$ cat src/hw/rtl/roi_max_pool_bin_assert.svh
// Assertion macros shared by the RTL of the ROI max pooling block
`ifndef ROI_MAX_POOL_BIN_ASSERT_SVH
`define ROI_MAX_POOL_BIN_ASSERT_SVH

// Same-cycle implication, disabled while reset is asserted
`define RMPB_ASSERT_IMP(lbl, clk, rst_n, ante, cons) \
	lbl: assert property (@(posedge clk) disable iff (!rst_n) (ante) |-> (cons)) \
		else $error("rmpb assertion failed");

// Next-cycle implication, disabled while reset is asserted
`define RMPB_ASSERT_NXT(lbl, clk, rst_n, ante, cons) \
	lbl: assert property (@(posedge clk) disable iff (!rst_n) (ante) |=> (cons)) \
		else $error("rmpb assertion failed");

`endif

$ cat src/hw/rtl/rmpb_pkg.sv
// Package: types, constants and codes of the ROI max pooling block
package rmpb_pkg;

	localparam int DEF_MAX_BATCHES  = 2;
	localparam int DEF_MAX_CHANNELS = 16;
	localparam int DEF_MAX_HEIGHT   = 32;
	localparam int DEF_MAX_WIDTH    = 32;
	localparam int DEF_MAX_POOLED   = 16;

	localparam int CORNER_W = 22;                    // scaled corner, signed
	localparam int SIZE_W   = CORNER_W + 1;          // region width or height
	localparam int POOL_W   = 5;                     // pooled count register
	localparam int NUM_W    = POOL_W + SIZE_W + 1;   // edge dividend
	localparam int CFG_AW   = 3;

	typedef enum logic [1:0] {
		STAT_OK        = 2'd0,
		STAT_EMPTY     = 2'd1,
		STAT_BAD_BATCH = 2'd2,
		STAT_RANGE     = 2'd3
	} rmpb_status_t;

	typedef enum logic [CFG_AW-1:0] {
		CFG_BATCH_COUNT   = 3'd0,
		CFG_CHANNEL_COUNT = 3'd1,
		CFG_MAP_HEIGHT    = 3'd2,
		CFG_MAP_WIDTH     = 3'd3,
		CFG_POOLED_ROWS   = 3'd4,
		CFG_POOLED_COLS   = 3'd5,
		CFG_COORD_SCALE   = 3'd6
	} rmpb_cfg_idx_t;

	typedef enum logic [3:0] {
		ST_IDLE,
		ST_CHECK,
		ST_MUL,
		ST_RND,
		ST_SIZE,
		ST_DIV_GO,
		ST_DIV_WAIT,
		ST_EDGE,
		ST_TEST,
		ST_SCAN,
		ST_DRAIN,
		ST_DONE
	} rmpb_state_t;

	typedef struct packed {
		logic [1:0]  batch_count;
		logic [4:0]  channel_count;
		logic [5:0]  map_height;
		logic [5:0]  map_width;
		logic [4:0]  pooled_rows;
		logic [4:0]  pooled_cols;
		logic [15:0] coord_scale;
	} rmpb_cfg_t;

	typedef struct packed {
		logic              kind;
		logic [7:0]        batch_index;
		logic [3:0]        channel;
		logic [4:0]        row;
		logic [4:0]        col;
		logic signed [15:0] value;
		logic signed [15:0] roi_x1;
		logic signed [15:0] roi_y1;
		logic signed [15:0] roi_x2;
		logic signed [15:0] roi_y2;
		logic [3:0]        bin_row;
		logic [3:0]        bin_col;
	} rmpb_req_t;

	typedef struct packed {
		logic       store;
		logic       capture;
		logic       stat_load;
		logic       mul;
		logic       rnd;
		logic [1:0] sel;
		logic       size;
		logic       div_start;
		logic       edge_load;
		logic       empty_load;
		logic       scan_init;
		logic       scan_step;
		logic       out_load;
	} rmpb_cmd_t;

	typedef struct packed {
		logic query_bad;
		logic bin_empty;
		logic div_done;
		logic scan_last;
		logic out_free;
	} rmpb_stat_t;

endpackage

$ cat src/hw/rtl/rmpb_ctrl.sv
// Query sequencer of the ROI max pooling block
module rmpb_ctrl (
	input  logic                   clk,
	input  logic                   arst_n,
	input  logic                   req_valid,
	input  logic                   req_kind,
	output logic                   req_ready,
	input  rmpb_pkg::rmpb_stat_t   st,
	output rmpb_pkg::rmpb_cmd_t    cmd
);
	`include "roi_max_pool_bin_assert.svh"

	rmpb_pkg::rmpb_state_t state_q, state_nxt;
	logic [1:0] idx_q;
	logic       idx_clr, idx_inc;

	always_ff @(posedge clk or negedge arst_n) begin
		if (!arst_n) begin
			state_q <= rmpb_pkg::ST_IDLE;
			idx_q   <= '0;
		end else begin
			state_q <= state_nxt;
			if (idx_clr) begin
				idx_q <= '0;
			end else if (idx_inc) begin
				idx_q <= idx_q + 2'd1;
			end
		end
	end

	always_comb begin
		state_nxt = state_q;
		cmd       = '0;
		cmd.sel   = idx_q;
		idx_clr   = 1'b0;
		idx_inc   = 1'b0;
		req_ready = 1'b0;
		unique case (state_q)
			rmpb_pkg::ST_IDLE: begin
				req_ready = 1'b1;
				if (req_valid && !req_kind) begin
					cmd.store = 1'b1;
				end else if (req_valid) begin
					cmd.capture = 1'b1;
					state_nxt   = rmpb_pkg::ST_CHECK;
				end
			end
			rmpb_pkg::ST_CHECK: begin
				cmd.stat_load = 1'b1;
				idx_clr       = 1'b1;
				state_nxt     = st.query_bad ? rmpb_pkg::ST_DONE : rmpb_pkg::ST_MUL;
			end
			rmpb_pkg::ST_MUL: begin
				cmd.mul   = 1'b1;
				state_nxt = rmpb_pkg::ST_RND;
			end
			rmpb_pkg::ST_RND: begin
				cmd.rnd = 1'b1;
				if (idx_q == 2'd3) begin
					idx_clr   = 1'b1;
					state_nxt = rmpb_pkg::ST_SIZE;
				end else begin
					idx_inc   = 1'b1;
					state_nxt = rmpb_pkg::ST_MUL;
				end
			end
			rmpb_pkg::ST_SIZE: begin
				cmd.size  = 1'b1;
				state_nxt = rmpb_pkg::ST_DIV_GO;
			end
			rmpb_pkg::ST_DIV_GO: begin
				cmd.div_start = 1'b1;
				state_nxt     = rmpb_pkg::ST_DIV_WAIT;
			end
			rmpb_pkg::ST_DIV_WAIT: begin
				if (st.div_done) begin
					state_nxt = rmpb_pkg::ST_EDGE;
				end
			end
			rmpb_pkg::ST_EDGE: begin
				cmd.edge_load = 1'b1;
				if (idx_q == 2'd3) begin
					idx_clr   = 1'b1;
					state_nxt = rmpb_pkg::ST_TEST;
				end else begin
					idx_inc   = 1'b1;
					state_nxt = rmpb_pkg::ST_DIV_GO;
				end
			end
			rmpb_pkg::ST_TEST: begin
				cmd.empty_load = 1'b1;
				if (st.bin_empty) begin
					state_nxt = rmpb_pkg::ST_DONE;
				end else begin
					cmd.scan_init = 1'b1;
					state_nxt     = rmpb_pkg::ST_SCAN;
				end
			end
			rmpb_pkg::ST_SCAN: begin
				cmd.scan_step = 1'b1;
				if (st.scan_last) begin
					state_nxt = rmpb_pkg::ST_DRAIN;
				end
			end
			rmpb_pkg::ST_DRAIN: begin
				state_nxt = rmpb_pkg::ST_DONE;
			end
			rmpb_pkg::ST_DONE: begin
				if (st.out_free) begin
					cmd.out_load = 1'b1;
					state_nxt    = rmpb_pkg::ST_IDLE;
				end
			end
			default: begin
				state_nxt = rmpb_pkg::ST_IDLE;
			end
		endcase
	end

	`RMPB_ASSERT_IMP(a_out_room, clk, arst_n, cmd.out_load, st.out_free)
	`RMPB_ASSERT_NXT(a_div_multi, clk, arst_n, cmd.div_start, !st.div_done)
	`RMPB_ASSERT_IMP(a_scan_ok, clk, arst_n, cmd.scan_step, !st.query_bad)
endmodule

$ cat config.mk
export PLATFORM = sky130hd
export DESIGN_NAME = rmpb_ctrl
export DESIGN_NICKNAME = d
export VERILOG_FILES = /design/src/hw/rtl/rmpb_pkg.sv /design/src/hw/rtl/rmpb_ctrl.sv
export VERILOG_INCLUDE_DIRS = /design/src /design/src/hw/rtl
export SDC_FILE = /design/constraint.sdc
export NUM_CORES = 1
export LEC_CHECK = 0
export BUFFER_PORTS_ARGS = -buffer_cell sky130_fd_sc_hd__buf_2
export CAP_MARGIN = 25
export CORE_AREA = 5 5 42 44
export CTS_BUF_LIST = sky130_fd_sc_hd__clkbuf_8
export DETAILED_ROUTE_END_ITERATION = 8
export DIE_AREA = 0 0 47 49
export GPL_ROUTABILITY_DRIVEN = 0
export PLACE_DENSITY_LB_ADDON = 0.1
export SLEW_MARGIN = 20
export SYNTH_ARGS = -nofsm -noshare
export SYNTH_HDL_FRONTEND = slang
export SYNTH_SLANG_ARGS = --single-unit
$ cat constraint.sdc
create_clock -name clk -period 2.53 [get_ports clk]
set_input_delay 0.1265 -clock clk [delete_from_list [all_inputs] [get_ports clk]]
set_output_delay 0.1265 -clock clk [all_outputs]
set_load 0.1 [all_outputs]
### Word level (Yosys, flattened, before mapping)

Cells that the tools add are included.

| word-level totals | value |
|---|---|
| logic and storage cells | 58 |
| input port bits | 9 |
| bits in registers | 6 |

| cells by class | value |
|---|---|
| muxes and demuxes | 32 |
| add/sub/neg operators | 1 |
| reductions and logical operators | 6 |
| eq/ne operators | 17 |

Operator list:

| operator | number |
|---|---|
| $pmux W4 S12 | 1 |
| $mux W4 | 7 |
| $mux W1 | 17 |
| $eq A4 B3 Y1 const B | 4 |
| $eq A4 B4 Y1 const B | 4 |
| $mux W2 | 5 |
| $ne A2 B2 Y1 const B | 5 |
| $eq A4 B2 Y1 const B | 2 |
| $reduce_and A5 Y1 | 1 |
| $eq A4 B1 Y1 const B | 1 |
| $logic_not A4 Y1 | 1 |
| $mux W3 | 1 |
| $add A2 B1 Y2 const B | 1 |
| $eq A2 B2 Y1 const B | 1 |
| $pmux W1 S2 | 1 |
| $reduce_bool A2 Y1 | 1 |
| $reduce_or A2 Y1 | 1 |
| $logic_and A1 B1 Y1 | 1 |
| $logic_not A1 Y1 | 1 |

### Longest topological paths before layout

Gate-level depths: netlist of run 1.

| logic depth | value |
|---|---|
| depth in word-level cells | 5 |
| gate-level depth with buffers | 6 |

### Least setup slack after synthesis of run 1

OpenSTA, ideal clock, no wires.

| path | value |
|---|---|
| kind | reg-to-output |
| start | register state_q[3] |
| end | output cmd[10] in the netlist's numbering |
| path buffers | 2 |
| data required time | 2404 ps |
| arrival | 3571 ps |
| cell stages (with the launch flop) | 4 |
| path slack | -1167 ps |
| path through | dfrtp_1 -> buf_4 -> clkbuf_1 -> nor4_1 |

RTL lines:

| element | RTL line | source |
|---|---|---|
| start: declaration | rmpb_ctrl.sv:13 | `rmpb_pkg::rmpb_state_t state_q, state_nxt;` |
| start signal: assignment | rmpb_ctrl.sv:19 | `state_q <= rmpb_pkg::ST_IDLE;` |
| start signal: assignment | rmpb_ctrl.sv:22 | `state_q <= state_nxt;` |
| end: declaration | rmpb_ctrl.sv:9 | `output rmpb_pkg::rmpb_cmd_t cmd` |

==> impl_metrics.tcl, run 1 <==
set metrics [dict create \
    path_clk_slew_ps 30 \
    ys.flop_type "dfrtp_1" \
    critPathMaxStageDelay_ps 730 \
    r2r-start "state_q[3]$_DFFE_PN0P_" \
    rsz0062_at_grt "no" \
    synth_edf_count 0 \
    worst-slew-pin-transition_ps 624.6 \
    core.rowCount 14 \
    worstHoldPathType "in2async" \
    dieWidth_um 47 \
    start_util 0.3857 \
    dp_hpwl_mm 1.020 \
    worstSetupPathType "reg2out" \
    cp.arrival_ps 1860 \
    avgSynthCellArea_sq_um 8.190 \
    cp_max_fo 19 \
    start_kind "flop" \
    final_cell_mix "buf_2, nand2_1, nor2_1, dfrtp_1" \
    wirelength_mm 1.295 \
    fp.coreArea_sq_mm 0.001401 \
    clkLatencyLatePin_ps 220 \
    cts_tree "built" \
    cpMaxStageDelayCell "dfrtp_1" \
    syn2layout_area_growth_pct 35.65 \
    synth.distinct_cells 31 \
    grt_max_degree 20 \
    post_drt_via_cell_ratio 5.143 \
    cts_max_level 1 \
    startpoint "state_q[3]$_DFFE_PN0P_" \
    final_hold_viol_count 0 \
    root_buffer "clkbuf_8" \
    synth_cells 66 \
    grt_pass1_wl_mm 2.104 \
    required_ps 2400 \
    num_vias 540 \
    syn_nets 76 \
    ctsResizeCount 0 \
    setup_violations 0 \
    fin_skew_ps 0.8399 \
    ys_async_sr_fraction 1.000 \
    ys_seq_area_frac 0.2778 \
    hold_ws_ps 260.0 \
    ys_ff_latch 6 \
    num-nets-final 101 \
    maxCapViolations 0 \
    syn_area_sq_um 540.5 \
    cts.sinks 6 \
    drc 0 \
    diodes 0 \
    drive_gt1_frac 0.4494 \
    drv_slew 0 \
    final.fill_count 156 \
    wl_per_cell_um 12.33 \
    numCtsBuffers 3 \
    grt_overflow 0 \
    drtIter0Drc 10 \
    port_buffers 23 \
    drtAntennaViolNets 0 \
    multiInputGateArea_sq_um 374.1 \
    grt_pass1_vias 517 \
    finalCritPeriodShare 0.7854 \
    crit_chain "nand2b_1 -> nor4_2 -> buf_2" \
    yosysWarningCount 0 \
    clockBufferDepth 2 \
    fp.dieH_um 49 \
    fin_crit_ps 1987 \
    drtPass1Iterations 4 \
    post_cts_buffers 0 \
    grt.total_usage 0.1190 \
    layout_commonest_cell "buf_2" \
    dieArea_sq_mm 0.002303 \
    seq_area_sq_um 150.1 \
    endpoint_kind "primary output" \
    io-pin-count 24 \
    antenna_found_initial 0 \
    fmax_ghz 0.5033 \
    relSlewSlack 0.5836 \
    run_status "finished clean" \
]
critical path, delay by kind of cell, from the launching register on:
| family | cells | cell delay (ps) |
|---|---|---|
| buffers and inverters | 1 | 460 |
| flip-flops | 1 | 730 |
| AND/OR/NAND/NOR | 2 | 450 |
kinds of logic (layout without fill, tap and decap cells):
group	count (synthesis)	in the layout	share of synthesized area
xor gates and xnor gates	1	1	0.01621
muxes	3	3	0.06250
DFF	6	6	0.2778
and+or+nand+nor	33	33	0.3472
buffers and inverters	9	32	0.09256
adders and majority gates	1	1	0.02314
AOI/OAI and AO/OA	13	13	0.1806
routing by layer:
| metal | routed length [um] | track usage | vias to the layer above |
|---|---|---|---|
| met2 | 668 | 0.1900 | 10 |
| li1 | - | - | 287 |
| met3 | 78 | 0.01476 | 0 |
| met4 | 0 | 0.05530 | 0 |
| met1 | 548 | 0.1521 | 243 |
| met5 | 0 | 0 | - |
repair_timing:
action / CTS / global route
endpoints found under the hold margin: 6 / 0
hold buffers: 1 / 0
setup endpoints to repair: 0 / 0
layout make-up:
class	instances	share of cell area
clock buffer	3	0.05631
inverter	4	0.02048
multi-input combinational	51	0.5102
sequential	6	0.2048
tap	16	0.02730
timing repair buffer	25	0.1809
per-stage QoR:
step                TNS [ps]  worst slack (ps)  std cells  cell area (sq um)    util
global route               0             374.5        105              733.2  0.5232
global placement           0             778.7        101              681.9  0.4866
detailed placement         0             737.6        101              681.9  0.4866
finish                     0             543.0        105              733.2  0.5232
floorplan             -136.3            -113.7         66              574.3       -
CTS                        0             527.4        105              733.2  0.5232
cells in the mapped netlist, drive strengths merged (2+ instances only):
cell | n | area share
buf | 4 | 0.058
nand2 | 9 | 0.062
o21ai | 5 | 0.046
nand2b | 2 | 0.023
nor2 | 6 | 0.042
nand3 | 2 | 0.019
nor3 | 6 | 0.056
mux2 | 3 | 0.062
inv | 4 | 0.028
nor4 | 3 | 0.062
dfrtp | 6 | 0.28
sequential cells by signal, indices dropped and copies added, names as in the netlist:
signal and count:
state_q 4, idx_q 2
path summary, 6_finish.rpt:
kind / endpoint / slack (ps) / cells after the start
max: cmd[2] / 540 / 3
min: idx_q[0]$_DFFE_PN0P_ / 260 / 2
max reg2reg: state_q[0]$_DFFE_PN0P_ / 740 / 4
min reg2reg: idx_q[1]$_DFFE_PN0P_ / 540 / 1
max in group asynchronous: state_q[0]$_DFFE_PN0P_ / 2140 / 2
min in group clk: state_q[1]$_DFFE_PN0P_ / 380 / 5
Power of run 1 is not shown: default switching activity piles up to over one toggle a cycle in this logic, so the estimate is an artifact.
==> run 2, diff against run 1 <==
Clock period 2.53 ns to 1.9 ns, I/O delays scaled along.
==> run 2 against run 1 <==
  * Worst hold slack lost 32 ps
  * Critical path depth increased by 2
  * Core utilization increased by 18 points
==> impl_metrics.tcl, run 2 (same netlist as run 1, synthesis figures left out) <==
set metrics [dict create \
    place_inst 104 \
    cp_top_family "flip-flops" \
    fp.coreArea_sq_mm 0.001401 \
    num-nets-final 104 \
    drv_slew 0 \
    required_ps 1800 \
    numCtsBuffers 3 \
    relSlewSlack 0.6790 \
    final_cells 108 \
    endpoint_kind "primary output" \
    start_kind "flop" \
    fmax_ghz 0.5582 \
    drc 0 \
    wl_per_cell_um 14.56 \
    finalCritPeriodShare 0.9429 \
    drtPass1Iterations 3 \
    io-pin-count 24 \
    port_buffers 23 \
    drtAntennaViolNets 0 \
    clkLatencyLatePin_ps 230 \
    num_vias 601 \
    setup_slack_ps 108.5 \
    drtIter0Drc 12 \
    cts_max_level 1 \
    post_cts_buffers 0 \
    syn2layout_area_growth_pct 81.94 \
    grt.total_usage 0.1582 \
    drive_gt1_frac 0.5217 \
    cts_tree "built" \
    final_area_sq_um 983.4 \
    post-place-ws_ps 188.5 \
    maxCapViolations 0 \
    rsz0062_at_grt "no" \
    r2r-start "state_q[0]$_DFFE_PN0P_" \
    cp_max_fo 10 \
    wirelength_mm 1.573 \
    critPathMaxStageDelay_ps 580 \
    ctsResizeCount 0 \
    max_flop_register "state_q" \
    dpl_cell_area_sq_um 932.1 \
    fin_crit_ps 1792 \
    diodes 0 \
    largest_reg_flops 4 \
    core.rowCount 14 \
    grt_max_degree 13 \
    final_hold_viol_count 0 \
    worstSetupPathType "reg2out" \
    critPathBufInv 2 \
    startpoint "state_q[0]$_DFFE_PN0P_" \
    crit_chain "buf_4 -> and2_1 -> nand2_1 -> nor2_2 -> buf_12" \
    run_status "finished clean" \
    root_buffer "clkbuf_8" \
    top_regs "state_q: 4 flops, idx_q: 2 flops" \
    post_drt_via_cell_ratio 5.565 \
    start_util 0.3857 \
    dieWidth_um 47 \
    final_cell_mix "buf_12, buf_2, nand2_1" \
    worstHoldPathType "in2async" \
    grt_overflow 0 \
    cp.arrival_ps 1700 \
    path_clk_slew_ps 40 \
    antenna_found_initial 0 \
    clockBufferDepth 2 \
    fin_skew_ps 5.810 \
    cts.sinks 6 \
    setup_violations 0 \
    cpMaxStageDelayCell "dfrtp_1" \
    grt_pass1_wl_mm 2.677 \
    postLayoutCoreUtil 0.7018 \
    dp_hpwl_mm 1.256 \
    worst-slew-pin-transition_ps 484.9 \
    dieArea_sq_mm 0.002303 \
    grt_pass1_vias 602 \
    fp.dieH_um 49 \
    layout_commonest_cell "buf_12" \
]
[run 2: changes by cell type in the layout (fill, tap and decap cells not counted), moves of 3 or more]
cell | before | now
nor3_4 | 0 | 4
buf_4 | 1 | 4
buf_2 | 23 | 11
nor2_2 | 0 | 4
nor3_2 | 4 | 0
nor2_1 | 6 | 2
buf_12 | 0 | 12
[run 2: routing by layer]
| layer | wire length, um | GRT usage |
|---|---|---|
| met5 | 0 | 0 |
| met4 | 53 | 0.07834 |
| met3 | 86 | 0.04428 |
| met2 | 805 | 0.2376 |
| met1 | 627 | 0.2000 |
[run 2: metrics by stage]
step,hold slack [ps],TNS [ps]
after floorplan,-200.6,-3309
after CTS,217.3,0
after detailed placement,-79.64,0
after global placement,-80.53,0
final,227.6,0
after global routing,267.5,0
[run 2: worst paths after layout]
| path | to | slack [ps] | cells past startpoint |
|---|---|---|---|
| setup reg to reg | state_q[3]$_DFFE_PN0P_ | 170 | 4 |
| hold reg to reg | idx_q[1]$_DFFE_PN0P_ | 540 | 1 |
| hold / removal | idx_q[0]$_DFFE_PN0P_ | 230 | 2 |
| setup / recovery | cmd[0] | 110 | 5 |
| max in group asynchronous | state_q[2]$_DFFE_PN0P_ | 1530 | 2 |
| min in group clk | state_q[0]$_DFFE_PN0P_ | 320 | 4 |
[run 2: final cells by class]
cell class / instances / area [sq um]
Tap cell: 16 / 20.02
Inverter: 4 / 18.77
Fill cell: 111 / 417.9
Multi-Input combinational cell: 51 / 417.9
Timing Repair Buffer: 28 / 335.3
Clock buffer: 3 / 41.29
Sequential cell: 6 / 150.1
[run 2: timing repair]
item                       in CTS  in global routing
setup endpoints to repair       0                  0
hold endpoints to repair        6                  0
hold buffers                    1                  0
Power of run 2 is left out for the same reason.
==> run 3, diff against run 2 <==
Clock period 1.9 ns to 1.75 ns, I/O delays scaled along.
==> run 3 against run 2 <==
  * Worst hold slack got worse by 12 ps
  * First-iteration DRC count increased by 110%
  * Core utilization increased by 4.3 points
  * Clock skew decreased by 3.0 ps
  * Critical endpoint is now cmd[11]
  * Cell area increased by 6.1%
  * Clock-buffer cell count unchanged
  * Critical path depth unchanged
  * Sequential cell count unchanged
  * Die area unchanged
==> impl_metrics.tcl, run 3 (same netlist as run 1, synthesis figures left out) <==
set metrics [dict create \
    numCtsBuffers 3 \
    fin_crit_ps 1693 \
    worstSetupPathType "reg2out" \
    drive_gt1_frac 0.5417 \
    clockBufferDepth 2 \
    grt-busiest-layer "met2" \
    io-pin-count 24 \
    grt.total_usage 0.1602 \
    num-nets-final 108 \
    largest_reg_flops 4 \
    post_drt_via_cell_ratio 5.625 \
    final_hold_viol_count 0 \
    start_util 0.3857 \
    cp.arrival_ps 1610 \
    endpoint_kind "primary output" \
    core.rowCount 14 \
    final_cell_mix "buf_12, buf_2, nand2_1" \
    wl_per_cell_um 14.22 \
    hold_ws_ps 215.6 \
    fmax_ghz 0.5908 \
    run_status "finished clean" \
    worst-slew-pin-transition_ps 485.0 \
    relSlewSlack 0.6789 \
    path_clk_slew_ps 40 \
    start_kind "flop" \
    use_met2 0.2443 \
    drtPass1Iterations 4 \
    grt_max_degree 13 \
    syn2layout_area_growth_pct 93.06 \
    num_vias 630 \
    rsz0062_at_grt "yes" \
    layout_commonest_cell "buf_12" \
    drc 0 \
    drtIter0Drc 25 \
    fin_skew_ps 2.839 \
    drv_slew 0 \
    fp.coreArea_sq_mm 0.001401 \
    dieArea_sq_mm 0.002303 \
    cts_tree "built" \
    dieWidth_um 47 \
    wirelength_mm 1.593 \
    finalCritPeriodShare 0.9673 \
    max_flop_register "state_q" \
    top_regs "state_q: 4 flops, idx_q: 2 flops" \
    setup_violations 0 \
    clkLatencyLatePin_ps 220 \
    port_buffers 23 \
    cts.sinks 6 \
    grt_pass1_wl_mm 2.801 \
    maxCapViolations 0 \
    cts_max_level 1 \
    diodes 0 \
    final.fill_count 107 \
    fp.dieH_um 49 \
    use_met1 0.2018 \
    worstHoldPathType "in2async" \
    post_cts_buffers 0 \
    grt_overflow 0 \
    required_ps 1660 \
    grt_pass1_vias 681 \
    root_buffer "clkbuf_8" \
    cp_max_fo 11 \
    dp_hpwl_mm 1.326 \
    drtAntennaViolNets 0 \
    grtUsageMet3 0.02952 \
    antenna_found_initial 0 \
    ctsResizeCount 0 \
]
## run 3: changes by cell type in the layout (fill, tap and decap cells not counted), sizes merged
cell  previous run  this run
buf             27        31
## run 3: cell type report
class,instances,area [sq um],share of cell area
Clock buffer,3,41.29,0.03957
Timing Repair Buffer,32,380.4,0.3645
Tap cell,16,20.02,0.01918
Sequential cell,6,150.1,0.1439
Multi-Input combinational cell,51,432.9,0.4149
Inverter,4,18.77,0.01799
## run 3: critical path: stages (launching register included)
cell and delay, ps:
dfrtp_1 420, buf_4 220, inv_1 140, nand2_1 200, nor3_4 210, buf_12 200
## run 3: path summary, 6_finish.rpt
| kind | startpoint | to | slack, ps | cells after the start |
|---|---|---|---|---|
| max | state_q[1]$_DFFE_PN0P_ | cmd[11] | 60 | 5 |
| min reg2reg | idx_q[1]$_DFFE_PN0P_ | idx_q[1]$_DFFE_PN0P_ | 560 | 1 |
| max reg2reg | state_q[3]$_DFFE_PN0P_ | state_q[3]$_DFFE_PN0P_ | 170 | 4 |
| min in group clk | st[4] | state_q[0]$_DFFE_PN0P_ | 330 | 4 |
| min | arst_n | state_q[0]$_DFFE_PN0P_ | 220 | 2 |
| max in group asynchronous | arst_n | state_q[2]$_DFFE_PN0P_ | 1390 | 2 |
## run 3: per-layer routing
layer | wire [um] | share of wire
met1 | 664 | 0.42
met2 | 825 | 0.52
met3 | 74 | 0.046
met4 | 28 | 0.018
met5 | 0 | 0
## run 3: through the flow
stage | std cells | TNS [ps] | worst slack, ps | utilization | area, sq um
after floorplan | 66 | -4359 | -804.4 | - | 640.6
after global placement | 108 | 0 | 236.3 | 0.7080 | 992.2
after detailed placement | 108 | 0 | 180.5 | 0.7080 | 992.2
after CTS | 112 | 0 | 56.85 | 0.7446 | 1044
after global routing | 112 | -10.36 | -6.513 | 0.7446 | 1044
final | 112 | 0 | 57.25 | 0.7446 | 1044
## run 3: repair_timing
action                                  in CTS  in global routing
endpoints found under the setup margin       0                  2
hold endpoints to repair                     6                  0
hold buffers                                 1                  0
Power of run 3 is left out for the same reason.
